File: config.mk
export PLATFORM = sky130hd
export DESIGN_NAME = pixel_input_location_assigner
export DESIGN_NICKNAME = d
export VERILOG_FILES = /design/src/sv/pila_pkg.sv /design/src/sv/pila_ram.sv /design/src/sv/pixel_input_location_assigner.sv
export VERILOG_INCLUDE_DIRS = /design/src /design/src/sv
export SDC_FILE = /design/constraint.sdc
export NUM_CORES = 1
export LEC_CHECK = 0
export BUFFER_PORTS_ARGS = -buffer_cell sky130_fd_sc_hd__buf_4
export CORE_MARGIN = 2
export CORE_UTILIZATION = 40
export DETAILED_ROUTE_END_ITERATION = 10
export PLACE_DENSITY = 0.65
export SYNTH_ARGS = -nofsm -noshare
export SYNTH_HDL_FRONTEND = slang
export SYNTH_HIERARCHICAL = 1
export SYNTH_SLANG_ARGS = --single-unit
File: constraint.sdc
create_clock -name clk -period 7.1 [get_ports clk]
set_clock_uncertainty 0.2 [all_clocks]
set_input_delay 0.355 -clock clk [delete_from_list [all_inputs] [get_ports clk]]
set_output_delay 0.355 -clock clk [all_outputs]
set_load 0.01 [all_outputs]
File: src/sv/assert_macros.svh
// ----------------------------------------------------------------------------
// assert_macros.svh
// Shorthand for the concurrent checks used in the RTL.
// ----------------------------------------------------------------------------
`ifndef ASSERT_MACROS_SVH
`define ASSERT_MACROS_SVH

// expr holds at every clock edge out of reset
`define ASSERT_ALWAYS(label, clk, rst_n, expr) \
	label: assert property (@(posedge clk) disable iff (!rst_n) (expr)) \
		else $error("assertion failed");

// ante implies cons in the same cycle
`define ASSERT_IMPL(label, clk, rst_n, ante, cons) \
	label: assert property (@(posedge clk) disable iff (!rst_n) (ante) |-> (cons)) \
		else $error("assertion failed");

// ante implies cons in the next cycle
`define ASSERT_NEXT(label, clk, rst_n, ante, cons) \
	label: assert property (@(posedge clk) disable iff (!rst_n) (ante) |=> (cons)) \
		else $error("assertion failed");

`endif

File: src/sv/pila_pkg.sv
// ----------------------------------------------------------------------------
// pila_pkg
// Shared types and constants of the pixel input location assigner.
// ----------------------------------------------------------------------------
package pila_pkg;

	localparam int NUM_LOCATIONS_DEF = 32;
	localparam int MAX_ACTIVE_DEF    = 32;

	localparam int LOC_W     = 5;
	localparam int IDX_W     = 5;
	localparam int WORD_W    = 32;
	localparam int CMD_W     = 2;
	localparam int STAT_W    = 2;
	localparam int CNT_W     = 6;
	localparam int SET_W     = LOC_W + 1;
	localparam int LOC_DEPTH = 1 << LOC_W;
	localparam int NUM_IDX   = 1 << IDX_W;
	localparam int GROUPS    = 2 * LOC_DEPTH;
	localparam int FLAT_BIT  = 10;

	localparam int IDX_LSB   = 0;
	localparam int WORD_LSB  = IDX_LSB + IDX_W;
	localparam int S_DATA_W  = ((WORD_LSB + WORD_W + 7) / 8) * 8;
	localparam int STAT_LSB  = LOC_W;
	localparam int M_DATA_W  = ((STAT_LSB + STAT_W + 7) / 8) * 8;

	localparam int CFG_IDX_W = 1;
	localparam logic [CFG_IDX_W-1:0] CFG_INPUT_COUNT = 1'd0;
	localparam logic [CFG_IDX_W-1:0] CFG_CUSTOM_MASK = 1'd1;

	typedef enum logic [CMD_W-1:0] {
		CMD_WRITE  = 2'd0,
		CMD_APPEND = 2'd1,
		CMD_QUERY  = 2'd2,
		CMD_CLEAR  = 2'd3
	} cmd_t;

	typedef enum logic [STAT_W-1:0] {
		STAT_OK     = 2'd0,
		STAT_NOFREE = 2'd1,
		STAT_FULL   = 2'd2
	} stat_t;

endpackage

File: src/sv/pila_ram.sv
// ----------------------------------------------------------------------------
// pila_ram
// Simple dual-port RAM: one write port, one read port, registered read data.
// ----------------------------------------------------------------------------
module pila_ram #(
	parameter int WIDTH = 8,
	parameter int DEPTH = 32
) (
	input  logic                                    clk,
	input  logic                                    we,
	input  logic [((DEPTH > 1) ? $clog2(DEPTH) : 1)-1:0] waddr,
	input  logic [WIDTH-1:0]                        wdata,
	input  logic [((DEPTH > 1) ? $clog2(DEPTH) : 1)-1:0] raddr,
	output logic [WIDTH-1:0]                        rdata
);

	logic [WIDTH-1:0] mem_q [DEPTH];
	logic [WIDTH-1:0] rdata_q;

	always_ff @(posedge clk) begin
		if (we) begin
			mem_q[waddr] <= wdata;
		end
		rdata_q <= mem_q[raddr];
	end

	assign rdata = rdata_q;

endmodule

File: src/sv/pixel_input_location_assigner.sv
// ----------------------------------------------------------------------------
// pixel_input_location_assigner
// Keeps pixel-shader input settings and an active input list, and answers
// location queries with flat/smooth conflict resolution.
// ----------------------------------------------------------------------------
// One word in, one word out. Write, append and clear go straight to the
// response state. A query first makes one pass over the active list that
// marks used locations, then walks the entries; each walked entry takes a
// list read, a setting read, a group row read and an update in turn, since
// the list, setting and group memories each have a single read port. The
// walk stops at the first entry matching the queried input. Input is taken
// only while no word is in progress; a finished result waits in an output
// register. Settings reset to zero via per-entry valid flops, so no
// clearing pass is needed.
`include "assert_macros.svh"

module pixel_input_location_assigner #(
	parameter int NUM_LOCATIONS = pila_pkg::NUM_LOCATIONS_DEF,
	parameter int MAX_ACTIVE    = pila_pkg::MAX_ACTIVE_DEF
) (
	input  logic                             clk,
	input  logic                             arst_n,
	input  logic                             s_tvalid,
	output logic                             s_tready,
	input  logic [pila_pkg::S_DATA_W-1:0]    s_tdata,   // input_index, setting_word
	input  logic [pila_pkg::CMD_W-1:0]       s_tuser,   // command
	output logic                             m_tvalid,
	input  logic                             m_tready,
	output logic [pila_pkg::M_DATA_W-1:0]    m_tdata,   // location, status
	input  logic                             cfg_valid,
	output logic                             cfg_ready,
	input  logic [pila_pkg::CFG_IDX_W-1:0]   cfg_index,
	input  logic [pila_pkg::WORD_W-1:0]      cfg_data
);

	import pila_pkg::*;

	localparam int LENW = $clog2(MAX_ACTIVE + 1);
	localparam int LW   = (MAX_ACTIVE > 1) ? $clog2(MAX_ACTIVE) : 1;
	localparam int GW   = LOC_W + 1;

	typedef enum logic [2:0] {
		ST_IDLE, ST_RESP, ST_QSET, ST_MARK, ST_WA, ST_WB, ST_WC, ST_WD
	} state_t;

	state_t                   state_q;
	logic [CNT_W-1:0]         input_count_q;
	logic [NUM_IDX-1:0]       custom_mask_q;
	logic [NUM_IDX-1:0]       set_valid_q;
	logic [LENW-1:0]          len_q;
	logic [NUM_LOCATIONS-1:0] used_q;
	logic [GROUPS-1:0]        gv_q;
	logic                     err_q;
	logic [IDX_W-1:0]         target_q;
	logic [LOC_W-1:0]         target_map_q;
	logic [IDX_W-1:0]         ent_q;
	logic [LOC_W-1:0]         m_q;
	logic                     f_q;
	logic [LENW-1:0]          i_q;
	logic [LENW-1:0]          mi_q;
	logic                     issue_s1;
	logic                     v_s2;
	logic [IDX_W-1:0]         ent_s2;
	logic [LOC_W-1:0]         res_loc_q;
	stat_t                    res_stat_q;
	logic                     m_tvalid_q;
	logic [LOC_W-1:0]         out_loc_q;
	stat_t                    out_stat_q;

	cmd_t             in_cmd;
	logic [IDX_W-1:0] in_idx;
	logic [WORD_W-1:0] in_word;
	logic             in_acc;

	logic               set_we;
	logic [IDX_W-1:0]   set_raddr;
	logic [SET_W-1:0]   set_wdata;
	logic [SET_W-1:0]   set_rdata;
	logic               lst_we;
	logic [LW-1:0]      lst_raddr;
	logic [IDX_W-1:0]   lst_rdata;
	logic               grp_we;
	logic [2*LOC_W-1:0] grp_wdata;
	logic [2*LOC_W-1:0] grp_rdata;

	logic [LOC_W-1:0] qm;
	logic [LOC_W-1:0] km;
	logic [LOC_W-1:0] wm;
	logic             wf;
	logic [GW-1:0]    g_self;
	logic [GW-1:0]    g_other;
	logic [LOC_W-1:0] half_old;
	logic             free_found;
	logic [LOC_W-1:0] free_loc;
	logic             new_grp;
	logic             conflict;
	logic             fail;
	logic [LOC_W-1:0] assign_loc;
	logic [LOC_W-1:0] grp_loc;
	logic             err_n;

	function automatic logic [LOC_W-1:0] map_of(input logic [IDX_W-1:0] idx,
			input logic [SET_W-1:0] sd, input logic sv, input logic [CNT_W-1:0] cnt);
		logic [SET_W-1:0] eff;
		eff = sv ? sd : '0;
		return ({1'b0, idx} < cnt) ? eff[LOC_W-1:0] : idx;
	endfunction

	function automatic logic flat_of(input logic [IDX_W-1:0] idx,
			input logic [SET_W-1:0] sd, input logic sv, input logic [CNT_W-1:0] cnt,
			input logic [NUM_IDX-1:0] cmask);
		return ({1'b0, idx} < cnt) && sv && sd[LOC_W] && !cmask[idx];
	endfunction

	function automatic logic [NUM_LOCATIONS-1:0] mark_bit(input logic [LOC_W-1:0] loc);
		if ({1'b0, loc} < (LOC_W + 1)'(NUM_LOCATIONS)) begin
			return NUM_LOCATIONS'(1) << loc;
		end
		return '0;
	endfunction

	assign in_cmd   = cmd_t'(s_tuser);
	assign in_idx   = s_tdata[IDX_LSB +: IDX_W];
	assign in_word  = s_tdata[WORD_LSB +: WORD_W];
	assign s_tready = (state_q == ST_IDLE);
	assign in_acc   = s_tvalid && s_tready;
	assign cfg_ready = 1'b1;

	// memory ports
	assign set_we    = in_acc && (in_cmd == CMD_WRITE);
	assign set_wdata = {in_word[FLAT_BIT], in_word[LOC_W-1:0]};
	assign set_raddr = (state_q == ST_MARK || state_q == ST_WB) ? lst_rdata : in_idx;
	assign lst_we    = in_acc && (in_cmd == CMD_APPEND) && (len_q < LENW'(MAX_ACTIVE));
	assign lst_raddr = (state_q == ST_MARK) ? mi_q[LW-1:0] : i_q[LW-1:0];

	always_comb begin
		qm = map_of(target_q, set_rdata, set_valid_q[target_q], input_count_q);
		km = map_of(ent_s2, set_rdata, set_valid_q[ent_s2], input_count_q);
		wm = map_of(ent_q, set_rdata, set_valid_q[ent_q], input_count_q);
		wf = flat_of(ent_q, set_rdata, set_valid_q[ent_q], input_count_q, custom_mask_q);
	end

	// lowest free location
	always_comb begin
		free_found = 1'b0;
		free_loc   = '0;
		for (int k = NUM_LOCATIONS - 1; k >= 0; k--) begin
			if (!used_q[k]) begin
				free_found = 1'b1;
				free_loc   = LOC_W'(k);
			end
		end
	end

	always_comb begin
		g_self     = {m_q, f_q};
		g_other    = {m_q, ~f_q};
		half_old   = f_q ? grp_rdata[2*LOC_W-1:LOC_W] : grp_rdata[LOC_W-1:0];
		new_grp    = !gv_q[g_self];
		conflict   = gv_q[g_other];
		fail       = new_grp && conflict && !free_found;
		assign_loc = conflict ? (free_found ? free_loc : '0) : m_q;
		grp_loc    = new_grp ? assign_loc : half_old;
		err_n      = err_q || fail;
		grp_we     = (state_q == ST_WD) && new_grp;
		grp_wdata  = f_q ? {assign_loc, grp_rdata[LOC_W-1:0]}
		                 : {grp_rdata[2*LOC_W-1:LOC_W], assign_loc};
	end

	pila_ram #(.WIDTH(SET_W), .DEPTH(NUM_IDX)) u_set_ram (
		.clk   (clk),
		.we    (set_we),
		.waddr (in_idx),
		.wdata (set_wdata),
		.raddr (set_raddr),
		.rdata (set_rdata)
	);

	pila_ram #(.WIDTH(IDX_W), .DEPTH(MAX_ACTIVE)) u_list_ram (
		.clk   (clk),
		.we    (lst_we),
		.waddr (len_q[LW-1:0]),
		.wdata (in_idx),
		.raddr (lst_raddr),
		.rdata (lst_rdata)
	);

	pila_ram #(.WIDTH(2 * LOC_W), .DEPTH(LOC_DEPTH)) u_grp_ram (
		.clk   (clk),
		.we    (grp_we),
		.waddr (m_q),
		.wdata (grp_wdata),
		.raddr (wm),
		.rdata (grp_rdata)
	);

	always_ff @(posedge clk or negedge arst_n) begin
		if (!arst_n) begin
			input_count_q <= '0;
			custom_mask_q <= '0;
		end else if (cfg_valid && cfg_ready) begin
			case (cfg_index)
				CFG_INPUT_COUNT: input_count_q <= cfg_data[CNT_W-1:0];
				CFG_CUSTOM_MASK: custom_mask_q <= cfg_data[NUM_IDX-1:0];
				default: ;
			endcase
		end
	end

	always_ff @(posedge clk or negedge arst_n) begin
		if (!arst_n) begin
			state_q      <= ST_IDLE;
			set_valid_q  <= '0;
			len_q        <= '0;
			used_q       <= '0;
			gv_q         <= '0;
			err_q        <= 1'b0;
			target_q     <= '0;
			target_map_q <= '0;
			ent_q        <= '0;
			m_q          <= '0;
			f_q          <= 1'b0;
			i_q          <= '0;
			mi_q         <= '0;
			issue_s1     <= 1'b0;
			v_s2         <= 1'b0;
			ent_s2       <= '0;
			res_loc_q    <= '0;
			res_stat_q   <= STAT_OK;
			m_tvalid_q   <= 1'b0;
			out_loc_q    <= '0;
			out_stat_q   <= STAT_OK;
		end else begin
			if (m_tvalid_q && m_tready && (state_q != ST_RESP)) begin
				m_tvalid_q <= 1'b0;
			end
			case (state_q)
				ST_IDLE: begin
					if (in_acc) begin
						res_loc_q  <= '0;
						res_stat_q <= STAT_OK;
						state_q    <= ST_RESP;
						case (in_cmd)
							CMD_WRITE: set_valid_q[in_idx] <= 1'b1;
							CMD_APPEND: begin
								if (len_q < LENW'(MAX_ACTIVE)) begin
									len_q <= len_q + 1'b1;
								end else begin
									res_stat_q <= STAT_FULL;
								end
							end
							CMD_QUERY: begin
								target_q <= in_idx;
								used_q   <= '0;
								gv_q     <= '0;
								err_q    <= 1'b0;
								i_q      <= '0;
								mi_q     <= '0;
								issue_s1 <= 1'b0;
								v_s2     <= 1'b0;
								state_q  <= ST_QSET;
							end
							CMD_CLEAR: len_q <= '0;
							default: ;
						endcase
					end
				end
				ST_QSET: begin
					target_map_q <= qm;
					state_q      <= ST_MARK;
				end
				ST_MARK: begin
					// list read -> setting read -> mark
					issue_s1 <= (mi_q < len_q);
					if (mi_q < len_q) begin
						mi_q <= mi_q + 1'b1;
					end
					v_s2 <= issue_s1;
					if (issue_s1) begin
						ent_s2 <= lst_rdata;
					end
					if (v_s2) begin
						used_q <= used_q | mark_bit(km);
					end
					if ((mi_q == len_q) && !issue_s1 && !v_s2) begin
						state_q <= ST_WA;
					end
				end
				ST_WA: begin
					if (i_q >= len_q) begin
						res_loc_q  <= target_map_q;
						res_stat_q <= err_q ? STAT_NOFREE : STAT_OK;
						state_q    <= ST_RESP;
					end else begin
						state_q <= ST_WB;
					end
				end
				ST_WB: begin
					ent_q   <= lst_rdata;
					state_q <= ST_WC;
				end
				ST_WC: begin
					m_q     <= wm;
					f_q     <= wf;
					state_q <= ST_WD;
				end
				ST_WD: begin
					if (new_grp) begin
						gv_q[g_self] <= 1'b1;
					end
					if (new_grp && !fail) begin
						used_q <= used_q | mark_bit(assign_loc);
					end
					err_q <= err_n;
					if (ent_q == target_q) begin
						res_loc_q  <= grp_loc;
						res_stat_q <= err_n ? STAT_NOFREE : STAT_OK;
						state_q    <= ST_RESP;
					end else begin
						i_q     <= i_q + 1'b1;
						state_q <= ST_WA;
					end
				end
				ST_RESP: begin
					if (!m_tvalid_q || m_tready) begin
						m_tvalid_q <= 1'b1;
						out_loc_q  <= res_loc_q;
						out_stat_q <= res_stat_q;
						state_q    <= ST_IDLE;
					end
				end
				default: state_q <= ST_IDLE;
			endcase
		end
	end

	assign m_tvalid = m_tvalid_q;
	assign m_tdata  = M_DATA_W'({out_stat_q, out_loc_q});

	`ASSERT_ALWAYS(a_len_bound, clk, arst_n, len_q <= LENW'(MAX_ACTIVE))
	`ASSERT_IMPL(a_walk_in_list, clk, arst_n, state_q == ST_WB, i_q < len_q)
	`ASSERT_NEXT(a_query_start, clk, arst_n, in_acc && in_cmd == CMD_QUERY, state_q == ST_QSET && used_q == '0 && gv_q == '0 && !err_q)

endmodule

Word level (Yosys, flattened, before mapping)
Memories as Yosys holds them, arrays and structs flattened. A register that Yosys moved wholly into a read port is not among the register bits.
Index checks and enable logic that the tools add are counted.
- bits in registers: 231
- memory bits (writable): 672
- input bits: 80
- memories: 3
- add/subtract/negate cells: 3
- $lt $le $gt $ge: 14
- eq/ne operators: 25
- shift operators: 2
- muxes and demuxes: 153
- bitwise gates (word level): 6
- reduce and logical (&&, ||, !) cells: 49
- memory list (name ; depth ; bits a word ; read ports ; clocked after Yosys merged registers in ; wr ports ; line ; RTL):
    u_grp_ram.mem_q ; 32 ; 10 ; 1 ; 1 ; 1 ; pila_ram.sv:17 ; logic [WIDTH-1:0] mem_q [DEPTH];
    u_set_ram.mem_q ; 32 ; 6 ; 1 ; 1 ; 1 ; pila_ram.sv:17 ;
    u_list_ram.mem_q ; 32 ; 5 ; 1 ; 1 ; 1 ; pila_ram.sv:17 ;
- operator list (cell ; count):
    32-bit two-way mux ; 10
    5-bit two-way mux ; 47
    64-bit two-way mux ; 3
    64-bit case mux with 2 select lines ; 1
    32-bit bitwise OR ; 3
    32-bit case mux with 3 select lines ; 1
    64-bit bitwise OR ; 1
    1-bit by 5-bit left shift with 32-bit output, first input constant ; 2
    1-bit two-way mux ; 57
    6-bit case mux with 2 select lines ; 3
    6-bit two-way mux ; 5
    5-bit by 6-bit less-than comparator with 1-bit output, second input constant ; 4
    3-bit case mux with 8 select lines ; 1
    1-bit binary-select mux with 5-bit select ; 4
    4-bit AND reduction ; 5
    6-bit by 1-bit adder with 6-bit output, second input constant ; 3
    5-bit by 6-bit less-than comparator with 1-bit output ; 3
    1-bit logical AND ; 17
    3-bit two-way mux ; 5
    5-bit case mux with 3 select lines ; 1
    3-bit AND reduction ; 5
    6-bit by 7-bit less-than comparator with 1-bit output, second input constant ; 2
    2-bit by 1-bit inequality test with 1-bit output, second input constant ; 7
    1-bit binary-select mux with 6-bit select ; 2
    29 further kinds ; 60

Logic depth before layout (Yosys ltp)
Gate-level depths: netlist of run 1.
- word-level depth: 44
- mapped depth: 16

By module
Netlist of run 1, hierarchy kept.
- modules (own cells, without submodules) (module ; instances ; cells an instance ; area an instance (um^2) ; seq. area each (um^2)):
    pixel_input_location_assigner ; 1 ; 1302 ; 13277.7 ; 5780.5
    pila_ram (u_grp_ram) ; 1 ; 733 ; 12993.7 ; 9809.4
    pila_ram (u_set_ram) ; 1 ; 323 ; 7589.8 ; 5885.6
    pila_ram (u_list_ram) ; 1 ; 277 ; 6344.8 ; 4904.7

Worst setup path before layout of run 1
Ideal clock, no wire load.
- path kind: reg-to-reg
- start: register m_q[0]
- end: memory u_grp_ram/mem_q[0][0] (netlist name) (enable)
- data arrival time: 3.021 ns
- required time: 6.524 ns
- slack: 3.503 ns
- cell stages (with the launch flop): 13
- buffers on the path: 5
- cell sequence: dfrtp_1 > buf_6 > buf_12 > buf_4 > buf_2 > nor3_1 > a211oi_1 > a21oi_1 > o21ai_0 > a31oi_1 > or3b_1 > clkbuf_1 > nor2_1
- longest elaborated chain between the ends: 6
- ends and longest elaborated chain (what ; line ; RTL):
    from (decl) ; pixel_input_location_assigner.sv:57 ; logic [LOC_W-1:0] m_q;
    from (signal assigned) ; pixel_input_location_assigner.sv:303 ; m_q <= wm;
    1-bit binary-select mux with 6-bit select ; pixel_input_location_assigner.sv:159 ; new_grp = !gv_q[g_self];
    1-bit two-way mux (not written as such) ; pixel_input_location_assigner.sv:159 ;
    1-bit logical NOT ; pixel_input_location_assigner.sv:159 ;
    1-bit logical AND ; pixel_input_location_assigner.sv:165 ; grp_we = (state_q == ST_WD) && new_grp;
    via grp_we ; pixel_input_location_assigner.sv:82 ; logic grp_we;
    1-bit two-way mux ; pila_ram.sv:21 ; if (we) begin
    1-bit two-way mux (not written as such) ; pila_ram.sv:22 ; mem_q[waddr] <= wdata;
    to (decl) ; pila_ram.sv:17 ;
The timed path passes the listed nets, and every way through them passes these cells. The select of a mux whose other input is x is not followed.

Worst setup path after layout of run 1
- start: register m_q[3]
- end: memory u_grp_ram/mem_q[26][7] (netlist name) (enable)
Same word-level chain as after synthesis.

==> results.cfg, run 1 <==
[synth]
async_flop_share_pct = 25.00
syn_inst = 2635
yosysSeqAreaShare_pct = 65.61
synthDistinctLibCells = 94
syn_area_um2 = 40210
synth_nets = 2742
yosys_warnings = 6
ys_seq_elements = 924
synth_edf_count = 672
avgSynthCellArea_um2 = 15.26
synthFlopType = edfxtp_1

[timing]
min_period_ps = 5444
holdWs_ps = 101.4
maxSlewViolCount = 0
setup_violations = 0
finalHoldViolCount = 0
rsz0062_at_grt = no
fin_tns_setup_ps = 0
worst_slew_pin_slew_ps = 1298
min_period_over_period_pct = 76.67
slew_headroom_pct = 13.26
timing.fmax_mhz = 183.7

[setup_path]
critical-path-top-delay-family = simple AND/OR/NAND/NOR gates
cp-start-kind = flop
max_stage_delay_ps = 990
worstPathCellList = inv_1 > nor3b_2 > a22oi_1 > a31oi_1 > nand3b_1 > nor2_1
cp-end-kind = flop
worstSetupStartpoint = m_q[3]
r2r_start = m_q[3]
required_ps = 7160
crit_fanout = 20
path_buf_inv = 1
slowest_stage = dfrtp_1
arrival_ps = 5510
criticalPathCategory = reg2reg

[global_routing]
grt-ovfl-total = 0
grtUsageTotal_pct = 17.56
antenna_found_initial = 2
grt_start_max_net_pins = 135
grt_pass1_vias = 23790
grt_first_pass_wirelength_um = 140300

[routing]
drt_pass1_iterations = 6
routed_wl_um = 91070
antenna_left = 0
route.detailed.drc = 0
vias = 23220
viasPerCell = 5.640
avgRoutedWirePerCell_um = 22.13
drt_iter0_markers = 2077

[floorplanning]
core_area_um2 = 99860
die_w_um = 321.0
chipHeight_um = 321.0
die_area_um2 = 103100
fp-row-count = 116
pin_count = 91
start_util_pct = 40.26

[final_layout]
drive_gt1_share_pct = 19.56
post-route-util_pct = 45.78
multi_input_area_um2 = 12900
area_growth_pct = 13.71
nets = 2843
regArea_um2 = 26380
nFillCells = 8537

[clock_network]
htreeDepth = 3
clock_latency_ps = 670
path_clk_slew_ps = 70
cts_buffers = 97
postCtsSetupBuffers = 0
cts_tree = done
clock-root-buffer = clkbuf_16
cts_sinks = 924
cts_max_path_buffers = 3
ctsResizeCount = 0

[placed_design]
gp_congestion = 0.8508
io_buffers = 59
dp_hpwl_um = 57780

[job]
drv_cap = 0

[pwr]
ir_drop_uv = 241.0
power_density_nw_per_um2 = 394.1
p_leak_nw = 15.91

[hold_path]
hold_path.class = in2async

[run_status]
run_status = complete, no violations
==> per-stage QoR <==
stage | power, mW | std cells | worst slack (ps) | instance area, µm²
after detailed placement | 12.78 | 3877 | 1830 | 41740
final | 18.02 | 4116 | 1656 | 45720
after floorplan | 11.09 | 2635 | 3503 | 40210
after global placement | 12.66 | 3877 | 1983 | 41740
after global routing | 18.83 | 4116 | 1447 | 45720
after CTS | 18.15 | 4115 | 1782 | 45720
==> repair_timing <==
action / CTS / global route
endpoints found under the setup margin: 0 / 0
hold buffers: 58 / 0
hold endpoints to repair: 441 / 0
==> routing by layer <==
metal / vias up / track usage, % / part of all wire, %
met5: - / 0 / 0.014
met2: 777 / 30.23 / 50
li1: 10450 / - / -
met3: 155 / 2.915 / 5.9
met1: 11840 / 22.94 / 42
met4: 2 / 5.016 / 2.2
==> flip-flops by register name, indices dropped and copies added (netlist names), 6 cells and up <==
register          count
i_q                   6
gv_q                 64
u_grp_ram/mem_q     320
set_valid_q          32
used_q               32
mi_q                  6
len_q                 6
input_count_q         6
u_set_ram/mem_q     192
u_set_ram/rdata       6
u_list_ram/mem_q    160
u_grp_ram/rdata      10
custom_mask_q        32
==> placed cells by master, fill, tap and decap left out, types with 13 or more instances in the layout <==
cell and n:
o21bai_1 24, edfxtp_1 672, a21o_1 24, nor2b_1 23, nor3_1 14, dlygate4sd3_1 58, and3_1 13, nand2b_1 22
clkbuf_16 98, nand3b_1 21, nand3_1 48, dfxtp_1 21, ha_1 27, a22o_1 28, a31oi_1 29, buf_4 85
dfrtp_1 229, o21ai_0 35, clkinv_2 14, nor2_1 252, mux2i_1 194, a21oi_1 136, o22ai_1 13, nand4_1 26
nand2_1 114, inv_1 30, bufinv_16 15, mux4_2 148, mux2_2 88, clkbuf_1 20, a22oi_1 58
==> worst paths after layout <==
path	to	slack, ps	cells past startpoint
worst min register to register	err_q	290	2
worst max register to register	u_grp_ram/mem_q[26][7]	1660	6
worst max-delay path	u_grp_ram/mem_q[26][7]	1660	6
min in group clk	custom_mask_q[10]	260	3
max in group asynchronous	m_q[0]	5230	3
worst min-delay path	custom_mask_q[10]	100	2
==> logic make-up (layout without fill, tap and decap cells) <==
kind of cell,count (synthesis),after routing,synth area share [%]
flip-flops,924,924,65.61
AND/OR/NAND/NOR,616,616,7.491
AO/OA/AOI/OAI,442,442,7.525
multiplexers,436,436,15.76
buffers and inverters,176,358,2.493
adder cells (fa/ha/maj),27,27,0.8402
XOR/XNOR,12,12,0.2614
other,2,3,0.01868
==> layout make-up <==
type | instances | area share, %
clock inverter | 52 | 1.598
antenna | 1 | 0.005473
clock buffer | 128 | 5.829
tap | 1298 | 3.552
timing repair buffer | 147 | 2.830
inverter | 31 | 0.2545
sequential | 924 | 57.71
multi-input combinational | 1535 | 28.22
==> power breakdown <==
group / switching (mW) / internal [mW]
Sequential: 0.571 / 6.57
Combinational: 3.34 / 2.25
Clock: 2.10 / 3.20
==> cells in the mapped netlist, types with 9 or more instances <==
cell / number / area share, %
a211oi_1: 9 / 0.17
a21o_1: 24 / 0.45
a21oi_1: 142 / 1.8
a22o_1: 29 / 0.63
a22oi_1: 58 / 1.1
a31oi_1: 29 / 0.45
and3_1: 13 / 0.20
buf_1: 13 / 0.12
buf_2: 30 / 0.37
buf_4: 13 / 0.24
buf_6: 15 / 0.42
clkbuf_1: 64 / 0.60
dfrtp_1: 231 / 14
dfxtp_1: 21 / 1.0
edfxtp_1: 672 / 50
ha_1: 27 / 0.84
inv_1: 30 / 0.28
mux2_2: 89 / 2.5
mux2i_1: 194 / 4.8
mux4_2: 148 / 8.3
nand2_1: 114 / 1.1
nand2b_1: 22 / 0.34
nand3_1: 48 / 0.60
nand3b_1: 21 / 0.39
nand4_1: 26 / 0.40
nor2_1: 256 / 2.4
nor2b_1: 25 / 0.39
nor3_1: 15 / 0.19
nor3_2: 10 / 0.25
o21ai_0: 37 / 0.46
o21bai_1: 24 / 0.45
o22ai_1: 13 / 0.20
or3_1: 10 / 0.16
xor2_1: 9 / 0.20
Note: power is estimated with default switching activity, not from simulation.
==> run 2, diff against run 1 <==
--- a/config.mk
+++ b/config.mk
@@ -6,11 +6,12 @@
 export SDC_FILE = /design/constraint.sdc
 export NUM_CORES = 1
 export LEC_CHECK = 0
+export ABC_AREA = 1
 export BUFFER_PORTS_ARGS = -buffer_cell sky130_fd_sc_hd__buf_4
 export CORE_MARGIN = 2
 export CORE_UTILIZATION = 40
 export DETAILED_ROUTE_END_ITERATION = 10
-export PLACE_DENSITY = 0.65
+export PLACE_DENSITY = 0.67
 export SYNTH_ARGS = -nofsm -noshare
 export SYNTH_HDL_FRONTEND = slang
 export SYNTH_HIERARCHICAL = 1
==> constraint.sdc (replaced) <==
create_clock -name clk -period 4.6 [get_ports clk]
set_clock_uncertainty 0.2 [all_clocks]
set_input_delay 0.23 -clock clk [delete_from_list [all_inputs] [get_ports clk]]
set_output_delay 0.23 -clock clk [all_outputs]
set_load 0.01 [all_outputs]
==> run 2 against run 1 <==
The flow now finishes with violations (negative hold slack). Final cell count rose by 36%. Utilization grew 0.33 points. Via count grew 29%. Critical path type unchanged.
==> results.cfg, run 2 <==
[global_routing]
antenna_found_initial = 1
grt-ovfl-total = 0
grtUsageTotal_pct = 19.80
grt_pass1_vias = 28870
grt_first_pass_wirelength_um = 162200
grt_start_max_net_pins = 125

[final_layout]
antenna_cells = 0
largest_reg_flops = 320
nets = 4233
fin_area_um2 = 46790
mostFrequentLayoutCells = nand2_1, edfxtp_1, nand3_1
final_common_cell = nand2_1
area_growth_pct = 14.60
top_register = u_grp_ram/mem_q
largest_registers = u_grp_ram/mem_q x320, u_set_ram/mem_q x192, u_list_ram/mem_q x160
drive_gt1_share_pct = 9.572
post-route-util_pct = 46.12

[synth]
synthDistinctLibCells = 57
synthFlopType = edfxtp_1
yosysSeqAreaShare_pct = 64.62
yosys_warnings = 6
ys_seq_elements = 924
async_flop_share_pct = 25.00
yosysTopAreaCell = edfxtp_1
avgSynthCellArea_um2 = 10.15
syn_area_um2 = 40830
yosys.area.top_type_share_pct = 49.43
syn_inst = 4021
synth_edf_count = 672
yosys.cell_count.top_type = nand2_1
synth_nets = 4128
ys_top_cells_by_area = edfxtp_1, dfrtp_1, nand2_1, nand3_1, nor2_1
synth_commonest_cells = nand2_1, edfxtp_1, nand3_1

[placed_design]
io_buffers = 59
dp_hpwl_um = 63510
place_area_um2 = 42730
gp_congestion = 0.9295

[floorplanning]
die_w_um = 323.5
die_area_um2 = 104600
start_util_pct = 40.24
pin_count = 91
chipHeight_um = 323.5
fp-row-count = 117
core_area_um2 = 101400

[clock_network]
postCtsSetupBuffers = 0
cts_tree = done
cts_max_path_buffers = 3
cts_buffers = 96
clock-root-buffer = clkbuf_16
path_clk_slew_ps = 60
cts_sinks = 924
clock_latency_ps = 690
htreeDepth = 3

[routing]
vias = 30050
viasPerCell = 5.388
drt_pass1_iterations = 5
route.detailed.drc = 0
antenna_left = 0
avgRoutedWirePerCell_um = 18.71
routed_wl_um = 104400
drt_iter0_markers = 2844

[timing]
min_period_ps = 4313
maxSlewViolCount = 0
slew_headroom_pct = 29.09
holdWs_ps = -36.88
fin_tns_setup_ps = 0
timing.fmax_mhz = 231.9
worst_slew_pin_slew_ps = 1060
rsz0062_at_grt = no
setup_violations = 0
finalHoldViolCount = 13
min_period_over_period_pct = 93.76

[pwr]
ir_drop_uv = 782.6
power_density_nw_per_um2 = 688.5
p_leak_nw = 18.19
power_mw = 32.21

[setup_path]
arrival_ps = 4700
criticalPathCategory = reg2reg
crit_fanout = 12
required_ps = 4990
cp-start-kind = flop
cp-end-kind = flop

[run_status]
violations = negative hold slack
run_status = finished, violations left

[hold_path]
hold_path.class = in2async

[job]
drv_cap = 0
[run 2: worst paths after layout]
check                                 start                 to  cells past startpoint  slack, ps
max                                  m_q[0]         used_q[23]                     15        290
max in group asynchronous            arst_n         used_q[25]                      3       3050
min                                  arst_n           gv_q[26]                      2        -40
max reg2reg                          m_q[0]         used_q[23]                     15        290
min reg2reg                custom_mask_q[1]   custom_mask_q[1]                      2        290
min in group clk               cfg_data[22]  custom_mask_q[22]                      3        120
[run 2: cell families (layout without fill, tap and decap cells)]
group	Yosys count	in the layout	synth area share (%)
adder cells (fa/ha/maj)	27	27	0.8275
AND/OR/NAND/NOR	2101	2101	21.68
AO/OA/AOI/OAI	502	502	7.147
XOR/XNOR	3	3	0.06437
buffers and inverters	440	629	5.042
multiplexers	22	22	0.6068
other	2	2	0.01840
flip-flops	924	924	64.62
[run 2: critical path: stages, from the launching register on]
cell	delay, ps
dfrtp_1	520
inv_2	180
nand3_1	310
inv_1	480
a22oi_1	170
o2111ai_1	200
a211oi_1	150
nor3b_4	190
buf_4	150
nand3_1	160
nand2_1	170
a221oi_1	420
nand3_1	390
inv_2	230
nand3_1	130
a21oi_1	140
[run 2: timing repair]
item,in CTS,in global routing
setup endpoints to repair,0,310
endpoints found under the hold margin,557,0
resized for setup,0,33
hold buffers,64,0
[run 2: stage by stage]
step / hold WS [ps] / worst slack (ps) / instances
5_1_grt: 107.1 / 24.45 / 5578
6_report: -36.88 / 287.1 / 5578
2_1_floorplan: -265.6 / 320.4 / 4021
3_5_place_dp: 214.0 / 253.6 / 5332
3_3_place_gp: 206.5 / 353.5 / 5332
4_1_cts: 68.44 / 230.6 / 5578
[run 2: per-layer routing]
metal / GRT usage [%] / vias to the layer above / wire, µm
met1: 26.99 / 14500 / 44040
met4: 7.969 / 0 / 3702
met3: 2.986 / 231 / 7342
li1: - / 14150 / -
met2: 31.78 / 1174 / 49270
met5: 0 / - / 0
[run 2: layout make-up]
cell class	instances	area (µm²)
sequential	924	26380
multi-input combinational	2657	12610
fill	9213	54660
timing repair buffer	214	1874
tap	1368	1712
clock buffer	130	2651
clock inverter	52	678.2
inverter	233	884.6
[run 2: where the power goes]
group / internal [mW] / switching, mW / total, mW
combinational: 3.81 / 9.20 / 13.0
sequential: 10.3 / 0.747 / 11.0
clock: 4.89 / 3.27 / 8.16
==> run 3, diff against run 2 <==
--- a/config.mk
+++ b/config.mk
@@ -9,9 +9,9 @@
 export ABC_AREA = 1
 export BUFFER_PORTS_ARGS = -buffer_cell sky130_fd_sc_hd__buf_4
 export CORE_MARGIN = 2
-export CORE_UTILIZATION = 40
+export CORE_UTILIZATION = 45
 export DETAILED_ROUTE_END_ITERATION = 10
-export PLACE_DENSITY = 0.67
+export PLACE_DENSITY = 0.73
 export SYNTH_ARGS = -nofsm -noshare
 export SYNTH_HDL_FRONTEND = slang
 export SYNTH_HIERARCHICAL = 1
==> run 3 against run 2 <==
The run now ends clean. Register-to-register slack better by 70 ps. Final cell count down 3.8%. Total power decreased by 1.8%. Sequential power about the same. Global-route usage rose by 1.7 points. First-iteration DRC count is 14% higher. Design area is 1.4% lower. Via count is 0.26% higher. Count of clock-buffer cells in the layout shrank 11. Setup slack improved by 69 ps. Utilization up 5.1 points. Critical path type unchanged.
==> results.cfg, run 3 (same netlist as run 2, synthesis figures left out) <==
[run_status]
run_status = complete, no violations

[timing]
slew_headroom_pct = 23.38
finalHoldViolCount = 0
maxSlewViolCount = 0
rsz0062_at_grt = no
min_period_ps = 4244
fin_tns_setup_ps = 0
timing.fmax_mhz = 235.6
worst_slew_pin_slew_ps = 1148
holdWs_ps = 38.34
min_period_over_period_pct = 92.26
setup_violations = 0

[clock_network]
cts_sinks = 924
cts_max_path_buffers = 3
clock_latency_ps = 660
cts_tree = done
htreeDepth = 3
clock-root-buffer = clkbuf_16
cts_buffers = 93
path_clk_slew_ps = 70

[setup_path]
crit_fanout = 71
r2r_end = u_grp_ram/rdata[7]
r2r_slack_ps = 360
cp-end-kind = flop
r2r_start = ent_q[0]
criticalPathCategory = reg2reg
required_ps = 5000
worstRegToRegCells = 18
arrival_ps = 4640
cp-start-kind = flop

[routing]
antenna_left = 0
drt_iter0_markers = 3249
routed_wl_um = 101600
vias = 30130
avgRoutedWirePerCell_um = 18.94
drt_pass1_iterations = 8
viasPerCell = 5.616
route.detailed.drc = 0

[global_routing]
grtUsageTotal_pct = 21.48
grt_start_max_net_pins = 112
antenna_found_initial = 2
grt_first_pass_wirelength_um = 158900
grt-ovfl-total = 0
grt_pass1_vias = 29100

[floorplanning]
die_w_um = 305.2
fp-row-count = 110
start_util_pct = 45.36
die_area_um2 = 93150
core_area_um2 = 90010
chipHeight_um = 305.2
pin_count = 91

[final_layout]
final_common_cell = nand2_1
largest_reg_flops = 320
top_register = u_grp_ram/mem_q
area_growth_pct = 12.97
post-route-util_pct = 51.24
nFillCells = 7774
fin_cells = 5365
drive_gt1_share_pct = 8.572
largest_registers = u_grp_ram/mem_q x320, u_set_ram/mem_q x192, u_list_ram/mem_q x160
mostFrequentLayoutCells = nand2_1, edfxtp_1, nand3_1
nets = 4216

[pwr]
power_density_nw_per_um2 = 685.9
ir_drop_uv = 571.5
p_leak_nw = 18.00

[hold_path]
hold_path.class = in2async

[placed_design]
io_buffers = 59
dp.cells = 5136
gp_congestion = 0.8867
dp_hpwl_um = 61700

[job]
drv_cap = 0
-- run 3: layout make-up --
class	count	area [µm²]	share of cell area, %
clock buffers	119	2529	5.483
flip-flops and latches	924	26380	57.20
repair buffers	200	1757	3.809
clock inverters	55	574.3	1.245
well taps	1176	1471	3.190
multi-input cells	2657	12520	27.15
diodes	1	2.502	0.005426
inverters	233	884.6	1.918
-- run 3: where the power goes --
| part | internal (mW) | leakage, nW | switching [mW] | total (mW) |
|---|---|---|---|---|
| clock network | 4.46 | 1.49 | 3.21 | 7.67 |
| registers | 10.3 | 9.11 | 0.716 | 11.0 |
| logic | 3.81 | 7.40 | 9.16 | 13.0 |
| total | 18.6 | 18.0 | 13.1 | 31.6 |
-- run 3: critical path, stage by stage (launching register included) --
cell and delay (ps):
dfrtp_1 350, clkinv_1 190, buf_4 290, o21ai_0 230, nand3_1 100, nand3_1 110, a21oi_1 90, o21ai_1 670
o22ai_4 280, inv_4 460, buf_12 360, nand2_1 100, nand3_1 80, nand3_1 130, nand2_1 160, nand2_1 60
nand2_1 110, nand2_1 50, nand2_1 70
-- run 3: stage by stage --
step                      worst slack (ps)  instance area (µm²)  total power, mW
after detailed placement             509.1                42470            23.81
after global placement               584.6                42470            23.56
after floorplan                      320.4                40830            19.78
after CTS                            465.1                46120            31.55
after global routing                 144.8                46120            33.45
final                                356.0                46120            31.64
-- run 3: how the worst max path moves through the flow --
stage,start,to,cells past startpoint
after CTS,ent_q[0],u_grp_ram/rdata[5],18
after global routing,ent_q[0],u_grp_ram/rdata[7],18
final,ent_q[0],u_grp_ram/rdata[7],18
after floorplan,f_q,u_grp_ram/mem_q[0][0],11
after detailed placement,ent_q[0],u_grp_ram/rdata[5],18
after global placement,ent_q[0],u_grp_ram/rdata[5],18
-- run 3: routing by layer --
| layer | global-route usage (%) | vias to the layer above | wire length, µm |
|---|---|---|---|
| met5 | 0 | - | 15 |
| met4 | 7.790 | 2 | 3539 |
| met3 | 3.085 | 253 | 7776 |
| met2 | 35.74 | 1289 | 49360 |
| met1 | 28.81 | 14480 | 40940 |
| li1 | - | 14100 | - |
-- run 3: repair_timing --
action / in CTS / in global routing
hold buffers: 54 / 0
setup endpoints to repair: 0 / 0
resized for setup: 0 / 0
setup buffers: 0 / 0
endpoints found under the hold margin: 512 / 0
